`config.mk`:
```
export PLATFORM = sky130hd
export DESIGN_NAME = c_keyword_span_finder_unit
export DESIGN_NICKNAME = d
export VERILOG_FILES = /design/src/hw/rtl/kwsf_pkg.sv /design/src/hw/rtl/kwsf_match.sv /design/src/hw/rtl/kwsf_line_state.sv /design/src/hw/rtl/c_keyword_span_finder_unit.sv
export SDC_FILE = /design/constraint.sdc
export NUM_CORES = 1
export LEC_CHECK = 0
export BUFFER_PORTS_ARGS = -buffer_cell sky130_fd_sc_hd__buf_2
export CORE_ASPECT_RATIO = 2
export CORE_MARGIN = 3
export CORE_UTILIZATION = 66
export DETAILED_ROUTE_END_ITERATION = 10
export GPL_ROUTABILITY_DRIVEN = 0
export PLACE_DENSITY_LB_ADDON = 0.2
export SLEW_MARGIN = 25
export SYNTH_ARGS = -nofsm -noshare
export SYNTH_HDL_FRONTEND = slang
export SYNTH_SLANG_ARGS = --single-unit
```
`constraint.sdc`:
```
create_clock -name clock -period 11.8 [get_ports clock]
set_input_delay 1.77 -clock clock [delete_from_list [all_inputs] [get_ports clock]]
set_output_delay 1.77 -clock clock [all_outputs]
set_load 0.1 [all_outputs]
```
`src/hw/rtl/kwsf_pkg.sv`:
```
package kwsf_pkg;

   // line length limit used when the top level is not overridden
   localparam int unsigned MAX_LINE_DEFAULT = 4096;

   // history of recent bytes and keyword table geometry
   localparam int unsigned HIST_DEPTH = 9;
   localparam int unsigned KW_COUNT   = 14;
   localparam int unsigned KW_MAX_LEN = 8;
   localparam int unsigned KW_IDX_W   = $clog2(KW_COUNT);

   // delimiter byte codes
   localparam logic [7:0] CHAR_SPACE = 8'h20;
   localparam logic [7:0] CHAR_SEMI  = 8'h3B;

   // highlighted span length bounds
   localparam logic [3:0] SPAN_LEN_MIN = 4'd3;
   localparam logic [3:0] SPAN_LEN_MAX = 4'd10;

   // one input item
   typedef struct packed {
      logic [7:0] ch;
      logic       end_of_line;
   } req_item_type;

   // one result item
   typedef struct packed {
      logic [11:0] span_start;
      logic [3:0]  span_length;
      logic        line_done;
   } rsp_item_type;

   // keyword hit from the matcher
   typedef struct packed {
      logic       hit;
      logic [3:0] len;
   } kwsf_hit_type;

   // keyword text, last character in the low byte
   function automatic logic [63:0] kw_text(input logic [KW_IDX_W-1:0] k);
      logic [63:0] t;
      unique case (k)
         4'd0:    t = 64'("if");
         4'd1:    t = 64'("else");
         4'd2:    t = 64'("for");
         4'd3:    t = 64'("while");
         4'd4:    t = 64'("do");
         4'd5:    t = 64'("switch");
         4'd6:    t = 64'("case");
         4'd7:    t = 64'("default");
         4'd8:    t = 64'("break");
         4'd9:    t = 64'("continue");
         4'd10:   t = 64'("struct");
         4'd11:   t = 64'("enum");
         4'd12:   t = 64'("union");
         4'd13:   t = 64'("return");
         default: t = '0;
      endcase
      return t;
   endfunction

   // keyword length in bytes
   function automatic logic [3:0] kw_len(input logic [KW_IDX_W-1:0] k);
      logic [3:0] n;
      unique case (k)
         4'd0:    n = 4'd2;
         4'd1:    n = 4'd4;
         4'd2:    n = 4'd3;
         4'd3:    n = 4'd5;
         4'd4:    n = 4'd2;
         4'd5:    n = 4'd6;
         4'd6:    n = 4'd4;
         4'd7:    n = 4'd7;
         4'd8:    n = 4'd5;
         4'd9:    n = 4'd8;
         4'd10:   n = 4'd6;
         4'd11:   n = 4'd4;
         4'd12:   n = 4'd5;
         4'd13:   n = 4'd6;
         default: n = 4'd0;
      endcase
      return n;
   endfunction

endpackage

```
`src/hw/rtl/kwsf_match.sv`:
```
module kwsf_match (
   input  logic [7:0]               recent [kwsf_pkg::HIST_DEPTH],
   input  logic [3:0]               count,
   output kwsf_pkg::kwsf_hit_type   result
);

   localparam int unsigned KW_COUNT   = kwsf_pkg::KW_COUNT;
   localparam int unsigned KW_MAX_LEN = kwsf_pkg::KW_MAX_LEN;
   localparam int unsigned KW_IDX_W   = kwsf_pkg::KW_IDX_W;

   // parallel compare of every keyword against the history, first in table order wins
   always_comb begin
      logic [63:0] text;
      logic [3:0]  len;
      logic        same;
      result = '0;
      for (int k = 0; k < KW_COUNT; k++) begin
         text = kwsf_pkg::kw_text(KW_IDX_W'(k));
         len  = kwsf_pkg::kw_len(KW_IDX_W'(k));
         same = (len <= count);
         for (int j = 0; j < KW_MAX_LEN; j++) begin
            if (4'(j) < len && recent[j] != text[8*j +: 8]) begin
               same = 1'b0;
            end
         end
         if (same && !result.hit) begin
            result.hit = 1'b1;
            // keyword plus delimiter, plus a leading space of this line
            if (count > len && recent[len] == kwsf_pkg::CHAR_SPACE) begin
               result.len = len + 4'd2;
            end else begin
               result.len = len + 4'd1;
            end
         end
      end
   end

endmodule

```
`src/hw/rtl/kwsf_line_state.sv`:
```
module kwsf_line_state #(
   parameter int unsigned MAX_LINE = kwsf_pkg::MAX_LINE_DEFAULT
) (
   input  logic                   clock,
   input  logic                   reset,
   input  logic                   step,
   input  kwsf_pkg::req_item_type item,
   output logic                   produce,
   output kwsf_pkg::rsp_item_type result
);

   localparam int unsigned HIST_DEPTH = kwsf_pkg::HIST_DEPTH;
   localparam int unsigned POS_W      = $clog2(MAX_LINE + 1);
   localparam int unsigned EXT_W      = POS_W + 12;

   logic [7:0]       recent_ff [HIST_DEPTH];
   logic [7:0]       recent_in [HIST_DEPTH];
   logic [3:0]       count_ff;
   logic [3:0]       count_in;
   logic [POS_W-1:0] position_ff;
   logic [POS_W-1:0] position_in;

   logic                  in_range;
   logic                  delim;
   kwsf_pkg::kwsf_hit_type hit;
   logic [EXT_W-1:0]      start_ext;

   kwsf_match u_match (
      .recent (recent_ff),
      .count  (count_ff),
      .result (hit)
   );

   // bytes past the line limit are dropped
   assign in_range = (position_ff < POS_W'(MAX_LINE));
   assign delim    = (item.ch == kwsf_pkg::CHAR_SPACE) || (item.ch == kwsf_pkg::CHAR_SEMI);
   assign produce  = in_range && delim && hit.hit;

   // span ends at the current byte
   assign start_ext          = EXT_W'(position_ff) - EXT_W'(hit.len) + EXT_W'(1);
   assign result.span_start  = start_ext[11:0];
   assign result.span_length = hit.len;
   assign result.line_done   = item.end_of_line;

   // next line state
   always_comb begin
      recent_in   = recent_ff;
      count_in    = count_ff;
      position_in = position_ff;
      if (step) begin
         if (in_range) begin
            for (int i = HIST_DEPTH - 1; i > 0; i--) begin
               recent_in[i] = recent_ff[i-1];
            end
            recent_in[0] = item.ch;
            if (count_ff < 4'(HIST_DEPTH)) begin
               count_in = count_ff + 4'd1;
            end
            position_in = position_ff + POS_W'(1);
         end
         if (item.end_of_line) begin
            count_in    = '0;
            position_in = '0;
         end
      end
   end

   // history bytes need no reset, the count marks valid entries
   always_ff @(posedge clock) begin
      recent_ff <= recent_in;
      if (reset) begin
         count_ff    <= '0;
         position_ff <= '0;
      end else begin
         count_ff    <= count_in;
         position_ff <= position_in;
      end
   end

`ifndef SYNTHESIS
   a_count_bound : assert property (@(posedge clock) disable iff (reset)
      count_ff <= 4'(HIST_DEPTH))
      else $error("history count above depth");

   a_eol_clears : assert property (@(posedge clock) disable iff (reset)
      step && item.end_of_line |=> count_ff == 4'd0 && position_ff == '0)
      else $error("line state not cleared after end of line");

   a_hit_on_delim : assert property (@(posedge clock) disable iff (reset)
      produce |-> in_range && delim && hit.len >= kwsf_pkg::SPAN_LEN_MIN)
      else $error("result without delimiter or with short span");

   a_count_tracks_pos : assert property (@(posedge clock) disable iff (reset)
      POS_W'(count_ff) <= position_ff || POS_W < 4)
      else $error("history count ahead of position");
`endif

endmodule

```
`src/hw/rtl/c_keyword_span_finder_unit.sv`:
```
// channel | ports                          | item
// --------+--------------------------------+---------------------------------------
// input   | req_valid, req_stall, req_item | one byte of a line, end-of-line flag
// result  | rsp_valid, rsp_stall, rsp_item | span start, span length, line done
//
// one byte is taken every cycle while req_stall is low; the byte is held in the input
// register and its result in the result register, with the keyword compare between them
// against the nine-byte history
// synchronous active-high reset clears the line position, history count and valids
// req_stall rises only while the input register holds a byte whose result cannot
// enter a full, stalled result register; bytes without a result never wait
module c_keyword_span_finder_unit #(
   parameter int unsigned MAX_LINE = kwsf_pkg::MAX_LINE_DEFAULT
) (
   input  logic                   clock,
   input  logic                   reset,
   input  logic                   req_valid,
   output logic                   req_stall,
   input  kwsf_pkg::req_item_type req_item,
   output logic                   rsp_valid,
   input  logic                   rsp_stall,
   output kwsf_pkg::rsp_item_type rsp_item
);

   logic                   req_valid_ff;
   logic                   req_valid_in;
   kwsf_pkg::req_item_type req_item_ff;
   logic                   rsp_valid_ff;
   logic                   rsp_valid_in;
   kwsf_pkg::rsp_item_type rsp_item_ff;

   logic                   produce;
   kwsf_pkg::rsp_item_type result;
   logic                   out_free;
   logic                   advance;
   logic                   take_req;

   kwsf_line_state #(
      .MAX_LINE (MAX_LINE)
   ) u_line_state (
      .clock   (clock),
      .reset   (reset),
      .step    (advance),
      .item    (req_item_ff),
      .produce (produce),
      .result  (result)
   );

   // pipeline flow control
   assign out_free  = !rsp_valid_ff || !rsp_stall;
   assign advance   = req_valid_ff && (!produce || out_free);
   assign req_stall = req_valid_ff && !advance;
   assign take_req  = req_valid && !req_stall;

   assign req_valid_in = take_req || (req_valid_ff && !advance);
   assign rsp_valid_in = (advance && produce) || (rsp_valid_ff && rsp_stall);

   // input register and result register
   always_ff @(posedge clock) begin
      if (take_req) begin
         req_item_ff <= req_item;
      end
      if (advance && produce) begin
         rsp_item_ff <= result;
      end
      if (reset) begin
         req_valid_ff <= 1'b0;
         rsp_valid_ff <= 1'b0;
      end else begin
         req_valid_ff <= req_valid_in;
         rsp_valid_ff <= rsp_valid_in;
      end
   end

   assign rsp_valid = rsp_valid_ff;
   assign rsp_item  = rsp_item_ff;

`ifndef SYNTHESIS
   a_stall_only_blocked : assert property (@(posedge clock) disable iff (reset)
      req_stall |-> req_valid_ff && rsp_valid_ff && rsp_stall && produce)
      else $error("input stalled without a blocked result");

   a_span_len_range : assert property (@(posedge clock) disable iff (reset)
      rsp_valid |-> rsp_item.span_length >= kwsf_pkg::SPAN_LEN_MIN &&
                    rsp_item.span_length <= kwsf_pkg::SPAN_LEN_MAX)
      else $error("span length out of range");

   a_no_overwrite : assert property (@(posedge clock) disable iff (reset)
      rsp_valid_ff && rsp_stall |=> rsp_valid_ff && $stable(rsp_item_ff))
      else $error("waiting result overwritten");
`endif

endmodule

```
Yosys cells after proc, flatten, opt, wreduce, memory -nomap -nowiden
Cells that the tools add are included.
{"block": "classes", "n_addsub": 4, "mul": 0, "div_mod_pow": 0, "order_cmp": 16, "eq_ne": 56, "n_shift": 0, "mux": 91, "bitwise_logic": 0, "reduce_logical": 55}
{"cell": "8-bit by 7-bit inequality test with 1-bit output (second input constant)", "n": 47}
{"cell": "8-bit by 6-bit == test with 1-bit output (second input constant)", "n": 9}
{"cell": "5-bit 2-to-1 mux", "n": 14}
{"cell": "1-bit 2-to-1 mux", "n": 68}
{"cell": "1-bit logical AND", "n": 27}
{"cell": "13-bit 2-to-1 mux", "n": 2}
{"cell": "1-bit zero test", "n": 18}
{"cell": "4-bit by 3-bit greater-than comparator with 1-bit output (second input constant)", "n": 4}
{"cell": "3-bit by 4-bit less-or-equal comparator with 1-bit output (first input constant)", "n": 4}
{"cell": "4-bit 2-to-1 mux", "n": 4}
{"cell": "13-bit by 1-bit adder with 13-bit output (second input constant)", "n": 1}
{"cell": "13-bit < comparator (second input constant)", "n": 1}
{"cell": "12-bit by 1-bit adder with 12-bit output (second input constant)", "n": 1}
{"cell": "12-bit by 4-bit subtractor with 12-bit output", "n": 1}
{"cell": "4-bit by 2-bit greater-than comparator with 1-bit output (second input constant)", "n": 2}
{"cell": "2-bit by 4-bit less-or-equal comparator with 1-bit output (first input constant)", "n": 2}
{"cell": "1-bit logical OR", "n": 5}
{"cell": "4-bit by 1-bit adder with 4-bit output (second input constant)", "n": 1}
{"cell": "4-bit greater-than comparator (second input constant)", "n": 1}
{"cell": "4-bit less-or-equal comparator (first input constant)", "n": 1}
{"cell": "4-bit < comparator (second input constant)", "n": 1}
{"cell": "2-bit 2-to-1 mux", "n": 2}
{"cell": "2-bit AND reduction", "n": 2}
{"cell": "2-bit nonzero test", "n": 2}
{"cell": "other kinds (2)", "n": 2}
{"block": "totals", "regBits": 117, "latchBits": 0, "ramBits": 0, "romBits": 0, "in_bits": 13, "output_inout_bits": 19, "elab_cells": 240, "memories": 0}

Logic depth before layout (Yosys ltp)
Gate-level depths: netlist of the first run.
{"block": "logic_depth", "depth_word": 52, "depth_mapped": 24}

Hierarchy
A second synthesis of the first run with hierarchy kept.
{"block": "unflattened", "cells_unflattened": 465, "hier_area_um2": 5761.8}
{"mod": "kwsf_line_state", "n_inst": 1, "cells_per_inst": 242, "area_each_um2": 3602.2, "seq_area_each_um2": 2502.4}
{"mod": "kwsf_match", "n_inst": 1, "cells_per_inst": 184, "area_each_um2": 1286.2, "seq_area_each_um2": 0.0}
{"mod": "c_keyword_span_finder_unit", "n_inst": 1, "cells_per_inst": 39, "area_each_um2": 873.3, "seq_area_each_um2": 820.8}

Least setup slack after synthesis of the first run
No wires, ideal clock.
{"block": "synth_path", "kind": "input port to flip-flop", "from": "input rsp_stall", "to": "register u_line_state.recent_ff[0] (netlist name) (enable)", "setup_ps": 504, "arrival_time_ps": 5303, "required_time_ps": 11296, "setup_slack_ps": 5993, "stages": 5, "path_buffers": 1, "cell_sequence": "nand2_1 -> inv_1 -> o311a_1 -> buf_2 -> nor2_1"}
{"block": "synth_between", "elab_chain_cells": 5}
{"element": "from (decl)", "line_no": "c_keyword_span_finder_unit.sv:21", "source": "input logic rsp_stall,"}
{"element": "1-bit zero test", "line_no": "c_keyword_span_finder_unit.sv:50", "source": "assign out_free = !rsp_valid_ff || !rsp_stall;"}
{"element": "1-bit logical OR", "line_no": "c_keyword_span_finder_unit.sv:50"}
{"element": "1-bit logical OR", "line_no": "c_keyword_span_finder_unit.sv:51", "source": "assign advance = req_valid_ff && (!produce || out_free);"}
{"element": "1-bit logical AND", "line_no": "c_keyword_span_finder_unit.sv:51"}
{"element": "2-bit AND reduction (no source line)"}
{"element": "to (signal assigned)", "line_no": "kwsf_line_state.sv:70", "source": "recent_ff <= recent_in;"}
{"element": "to (decl)", "line_no": "kwsf_line_state.sv:16", "source": "logic [7:0] recent_ff [HIST_DEPTH];"}
No other way between the ends.
A chain may end at the register's enable or synchronous reset.

==> results of run 1 <==
==> cells by family after synthesis <==
group / after synthesis / share of synthesized area
AND/OR/NAND/NOR: 216 / 0.232
flip-flops: 117 / 0.563
AO/OA/AOI/OAI: 91 / 0.112
buffers and inverters: 40 / 0.0278
adder cells (fa/ha/maj): 25 / 0.0543
XOR/XNOR: 5 / 0.00742
multiplexers: 2 / 0.00339
==> worst paths after layout <==
| kind | from | end | slack, ns | depth (start not counted) |
|---|---|---|---|---|
| hold / removal | u_line_state.recent_ff[13] | u_line_state.recent_ff[5] | 0.45 | 0 |
| setup / recovery | u_line_state.recent_ff[47] | rsp_item[16] | 5.81 | 21 |
| setup reg to reg | u_line_state.recent_ff[47] | rsp_item[16] | 5.81 | 21 |
| hold reg to reg | u_line_state.recent_ff[13] | u_line_state.recent_ff[5] | 0.45 | 0 |
==> stage by stage <==
stage / utilization / total power [W]
finish: 0.782 / 0.00101
global route: 0.782 / 0.00104
CTS: 0.781 / 0.00101
detailed placement: 0.713 / 0.000507
global placement: 0.713 / 0.000505
floorplan: - / 0.000496
==> cell type report <==
type / instances / share of cell area
clock buffer: 19 / 0.0640
clock inverter: 13 / 0.0235
inverter: 30 / 0.0166
multi-input combinational: 339 / 0.360
sequential: 117 / 0.491
tap: 100 / 0.0185
timing repair buffer: 34 / 0.0263
==> routing by layer <==
metal | vias to the layer above | routed length (um) | global-route usage | share of wire
li1 | 2035 | - | - | -
met1 | 2124 | 4650 | 0.317 | 0.34
met4 | 0 | 774 | 0.162 | 0.057
met5 | - | 0 | 0 | 0
met3 | 82 | 919 | 0.0709 | 0.067
met2 | 259 | 7350 | 0.520 | 0.54
==> flip-flops by register name, summed over array words and instances (netlist names) <==
name / count
req_item_ff: 9
req_valid_ff: 1
rsp_item: 17
rsp_valid: 1
u_line_state.count_ff: 4
u_line_state.position_ff: 13
u_line_state.recent_ff: 72
==> cells in the mapped netlist, drive strengths merged (5+ instances only) <==
master  count  area (um^2)
a211oi      5         37.5
a21oi      24          158
and2        7         46.3
and3        5         32.5
and4        6         53.8
and4b       9         90.1
clkbuf      6         25.0
dfxtp      19          380
edfxtp     98         2940
ha         24          300
inv        30          113
nand2      30          113
nand2b     11         68.8
nand3      14         70.1
nand4      24          150
nor2       25         93.8
nor2b       9         56.3
nor3        9         45.0
nor4       11         68.8
nor4bb     11          110
o21ai      24          120
o311ai      5         61.3
or3        11         75.1
or4        12         97.6
==> layout by cell type, fill, tap and decap left out, drive strengths merged, types with 4 or more instances in the layout <==
cell	count
nand4	24
o21a	4
nor2b	9
and2	7
or4	12
a211oi	5
dfxtp	19
a31oi	4
xnor2	4
nand3	14
nor3	9
nor4bb	11
and3	5
o311ai	5
o21ai	24
nand2	30
ha	24
buf	34
and4b	9
clkbuf	19
nand2b	11
a21oi	24
and4	6
inv	30
clkinvlp	4
or3	11
edfxtp	98
nor4b	4
nor2	25
nor4	11
clkinv	6
==> where the power goes <==
group | total, W | switching [W] | internal (W)
clock network | 0.000513 | 0.000183 | 0.000330
registers | 0.000476 | 0.0000127 | 0.000463
logic | 0.0000237 | 0.0000150 | 0.00000869
total | 0.00101 | 0.000211 | 0.000802
==> worst max-delay path, cell delays in order (launching register included) <==
cell       delay (ns)
edfxtp_1         0.43
nor4bb_1         0.86
nand4_1          0.27
nor4_1           0.63
a2111oi_0        0.18
o21ai_0          0.23
a21oi_1          0.11
o31ai_1          0.27
o311a_1          0.24
ha_1             0.23
inv_1            0.07
ha_1             0.17
inv_1            0.06
fa_1             0.41
nor2b_1          0.18
o21ai_0          0.15
a21boi_0         0.25
o21ai_0          0.14
a21boi_0         0.27
o21ai_0          0.14
and4_1           0.22
a311oi_1         0.28
==> results by group, run 1 <==
Synthesis
  • Mapped Area: 0.00590 mm^2
  • Synthesis Warnings: 0
  • Flops & latches, synth: 117
  • Asr flop ratio synth: 0
  • Yosys cell types: between 70 and 80
  • Syn Nets: 534
  • Top_reg_cell synth: edfxtp_1
  • Seq/Total Area, Yosys: 0.563
  • Post-Synthesis Cells: approximately 500
  • EDFF count, synth: 98
  • Syn_area_per_cell: 11.9 um^2

Finish
  • Layout Cells excl Fill: 652
  • Final instance area: 0.00677 mm^2
  • Footprint of the multi-input gates: 0.00244 mm^2
  • Storage element area: 0.00332 mm^2
  • Fraction of layout cells with a size suffix above 1: 0.170
  • Fillers: between 500 and 600
  • Area growth syn-to-layout: 14.6%
  • Nets@finish: 577
  • ANT cells: 0

GRT
  • Initial antenna violation count: 0
  • GRT Total Usage: 0.297
  • Vias in the first global route: 4649
  • Gr ovfl total: 0
  • Largest net degree at the start of global routing: 73
  • First-pass GRT wire length: ~23000 um

CTS
  • CTS tree: built
  • CTS Hold Bufs: 0
  • CTS H-tree depth: 4
  • Postcts setup bufs: 0
  • Sink Count: 117
  • Post-CTS Resized: 0
  • Reg clk slew, reported paths: 0.06 ns
  • Clock Tree Buf Depth: 2
  • Clk Latency, worst-skew pair: 0.42 ns
  • Root buf cell: clkbuf_16
  • Clock buffer count from CTS: 17

Placed design
  • DP HPWL: roughly 9700 um
  • Post-Place Setup Slack: ~6.1 ns
  • # port buffers: 31
  • Placed Cells incl. Taps: 620
  • Cell Area, Placed: a little over 0.006 mm^2

Drt
  • DRC Markers: 0
  • Wire per inst: about 21 um
  • Drt initial violations: 758
  • DR vias: 4500
  • Drt pass-1 iters: 5
  • Post-Route WL: 13700 um
  • Via-per-instance ratio: 6.90
  • Antenna-violating nets left: 0

Run status
  • Status: complete, no violations

Floorplanning
  • Initial Utilization: 0.683
  • # rows: 48
  • IO Count: 32
  • Die area: ~0.010 mm^2
  • Core outline area: 0.00865 mm^2
  • Die W: 72.9 um
  • Die Span Y: 140 um

Critical path
  • CP arrival: 6.21 ns
  • WP data required: 12.02 ns
  • Crit-path max FO: 5
  • Startpoint types: flop
  • Crit path kind: reg2reg
  • CP endpoint kind: flop

Timing
  • Layout Skew: 0.00935 ns
  • Post-route worst setup slack: slightly below 6 ns
  • Fin Setup TNS: 0 ns
  • Rel. slew slack: 0.337
  • Fin. Hold Viols: 0
  • Hold_ws: 0.448 ns
  • Final setup fails: 0
  • FMAX: around 170 MHz
  • Final min period: 5.99 ns
  • Worst slew pin tran: between 0.9 and 1 ns
  • RSZ-0062 raised after global routing: false
  • Max-slew violations: 0
  • Tcrit/Tclk final: 0.508

Power and ir drop
  • Total leakage power: 2.36 nW
  • PD cells: about 150 mW/mm^2
  • VDD IR-drop max: between 100 and 150 uV

Run
  • Max-Cap Viols: 0

Hold path
  • Hold WC Path Type: reg2reg
Power figures use the tool's default switching activity.
==> run 2: changes to the inputs <==
CORE_UTILIZATION = 61   (was 66)
clock period = 5.8 ns   (was 11.8 ns; I/O delays follow)
==> run 2 against run 1 <==
- combinational power rose by 110%
- hold slack got worse by 0.0043 ns
- cell area rose by 0.15%
- final cell count rose by 1.7%
- largest power group unchanged
==> results by group, run 2 (synthesis gave the netlist of run 1 again) <==
Floorplanning
  • # rows: 50
  • Die W: roughly 76 um
  • Die Span Y: 145 um
  • Initial Utilization: 0.629
  • IO Count: 32
  • Core outline area: 0.00938 mm^2
  • Die area: 0.0110 mm^2

Power and ir drop
  • Clk pwr share: 0.488
  • Total leakage power: 2.38 nW
  • Sw frac: 0.221
  • PD cells: 293 mW/mm^2
  • Net Sw Power: 0.000438 W
  • Comb pwr share: 0.025
  • Sequential power share: 0.487
  • VDD IR-drop max: 278 uV
  • Internal power: 0.00155 W

Timing
  • Max-slew violations: 0
  • Rel. slew slack: 0.408
  • FMAX: 183 MHz
  • Fin Setup TNS: 0 ns
  • Worst slew pin tran: 0.888 ns
  • Final min period: roughly 5.5 ns
  • Hold_ws: 0.443 ns
  • Final setup fails: 0
  • RSZ-0062 raised after global routing: false
  • Tcrit/Tclk final: 0.940
  • Layout Skew: 0.00615 ns
  • Fin. Hold Viols: 0

Finish
  • Storage element area: 0.00332 mm^2
  • Biggest register: u_line_state.recent_ff
  • Most frequent cells in the layout: edfxtp_1, buf_2, inv_1, nand2_1
  • Footprint of the multi-input gates: 0.00242 mm^2
  • Fillers: 670
  • Fraction of layout cells with a size suffix above 1: 0.179
  • Area growth syn-to-layout: 14.8%
  • Max FFs per register: 72
  • Nets@finish: between 500 and 600
  • Leading cell type in the layout, fill and taps excluded: edfxtp_1
  • ANT cells: 0
  • Largest regs: u_line_state.recent_ff x72, rsp_item x17, u_line_state.position_ff x13

Run status
  • Status: complete, no violations

CTS
  • Clock Tree Buf Depth: 2
  • Clk Latency, worst-skew pair: 0.42 ns
  • Clock buffer count from CTS: 17
  • Reg clk slew, reported paths: 0.06 ns
  • Root buf cell: clkbuf_16
  • Sink Count: 117
  • CTS H-tree depth: 4
  • CTS Hold Bufs: 0
  • CTS tree: built

Critical path
  • Startpoint types: flop
  • CP endpoint kind: flop
  • R2r startpoint: u_line_state.recent_ff[10]
  • R2R cell count: 21
  • Reg-to-reg slack, setup: 0.35 ns
  • Worst r2r dst: rsp_item[16]
  • CP arrival: 5.70 ns
  • Crit path kind: reg2reg
  • Crit-path max FO: 4
  • WP data required: 6.04 ns

Drt
  • Via-per-instance ratio: 6.73
  • Drt initial violations: around 470
  • Antenna-violating nets left: 0
  • DR vias: 4463
  • DRC Markers: 0
  • Drt pass-1 iters: 5
  • Post-Route WL: around 14000 um
  • Wire per inst: 20.9 um

Hold path
  • Hold path depth: 0
  • Hold endpoint: u_line_state.recent_ff[66]
  • Hold WC Path Type: reg2reg
  • Hold Crit Start: req_item_ff[3]

Placed design
  • DP HPWL: 10100 um
  • # port buffers: 31

GRT
  • Vias in the first global route: around 4500
  • Gr ovfl total: 0
  • Initial antenna violation count: 0
  • GRT Total Usage: 0.279
  • Largest net degree at the start of global routing: between 70 and 80
  • First-pass GRT wire length: about 23000 um

Run
  • Max-Cap Viols: 0
-- run 2: changes by cell type in the layout (fill, tap and decap cells not counted), moves of 2 or more --
cell	previous run	this run
buf_4	3	10
a21boi_0	2	0
clkbuf_1	2	0
bufinv_16	3	1
a21boi_1	0	2
inv_6	0	4
-- run 2: critical path: stages, from the launching register on --
cell and delay, ns:
edfxtp_1 0.39, or4b_1 0.53, or3_1 0.34, or4_1 0.53
or4_4 0.54, nand2_1 0.08, a21oi_1 0.05, o31ai_1 0.25
o311a_1 0.26, ha_1 0.24, inv_1 0.07, ha_1 0.17
inv_1 0.06, fa_1 0.41, nor2b_1 0.16, o21ai_0 0.13
a21boi_1 0.18, o21ai_0 0.13, a21boi_1 0.19, o21ai_0 0.11
and4_1 0.21, a311oi_1 0.25
-- run 2: area by class of cell --
cell class | instances | area share
timing repair buffer | 41 | 0.0340
clock inverter | 15 | 0.0194
multi-input combinational | 339 | 0.358
clock buffer | 17 | 0.0628
tap | 104 | 0.0192
inverter | 30 | 0.0166
sequential | 117 | 0.490
-- run 2: layer usage --
| layer | vias up | part of all wire | track usage |
|---|---|---|---|
| li1 | 2047 | - | - |
| met1 | 2168 | 0.34 | 0.288 |
| met2 | 186 | 0.55 | 0.474 |
| met3 | 62 | 0.045 | 0.0721 |
| met4 | 0 | 0.063 | 0.179 |
| met5 | - | 0 | 0 |
-- run 2: worst max path at each step --
stage / slack (ns) / from / to
finish: 0.35 / u_line_state.recent_ff[10] / rsp_item[16]
global route: 0.02 / u_line_state.recent_ff[10] / rsp_item[16]
CTS: 0.27 / u_line_state.recent_ff[10] / rsp_item[16]
detailed placement: 0.34 / u_line_state.recent_ff[10] / rsp_item[16]
global placement: 0.57 / u_line_state.recent_ff[10] / rsp_item[16]
floorplan: 0.17 / u_line_state.count_ff[2] / u_line_state.recent_ff[0]
-- run 2: power groups by stage --
stage / sequential [W] / clock (W) / combinational (W)
2_1_floorplan: 0.000974 / 0 / 0.0000337
3_3_place_gp: 0.000981 / 0 / 0.0000471
3_5_place_dp: 0.000983 / 0 / 0.0000484
4_1_cts: 0.000967 / 0.000978 / 0.0000489
5_1_grt: 0.000970 / 0.00102 / 0.0000540
6_report: 0.000967 / 0.000970 / 0.0000489
-- run 2: per-stage QoR --
step,utilization,cell area [um^2],total power (W),instances,worst slack [ns]
after floorplan,-,5900,0.00101,496,0.173
after global placement,0.662,6210,0.00103,630,0.568
after detailed placement,0.662,6210,0.00103,630,0.339
after CTS,0.721,6770,0.00199,662,0.272
after global routing,0.722,6780,0.00204,663,0.0207
final,0.722,6780,0.00199,663,0.346
-- run 2: timing repair --
action,in CTS,in global routing
buffers inserted,0,1
gates resized for setup,0,2
hold endpoints to repair,0,0
setup endpoints to repair,0,2
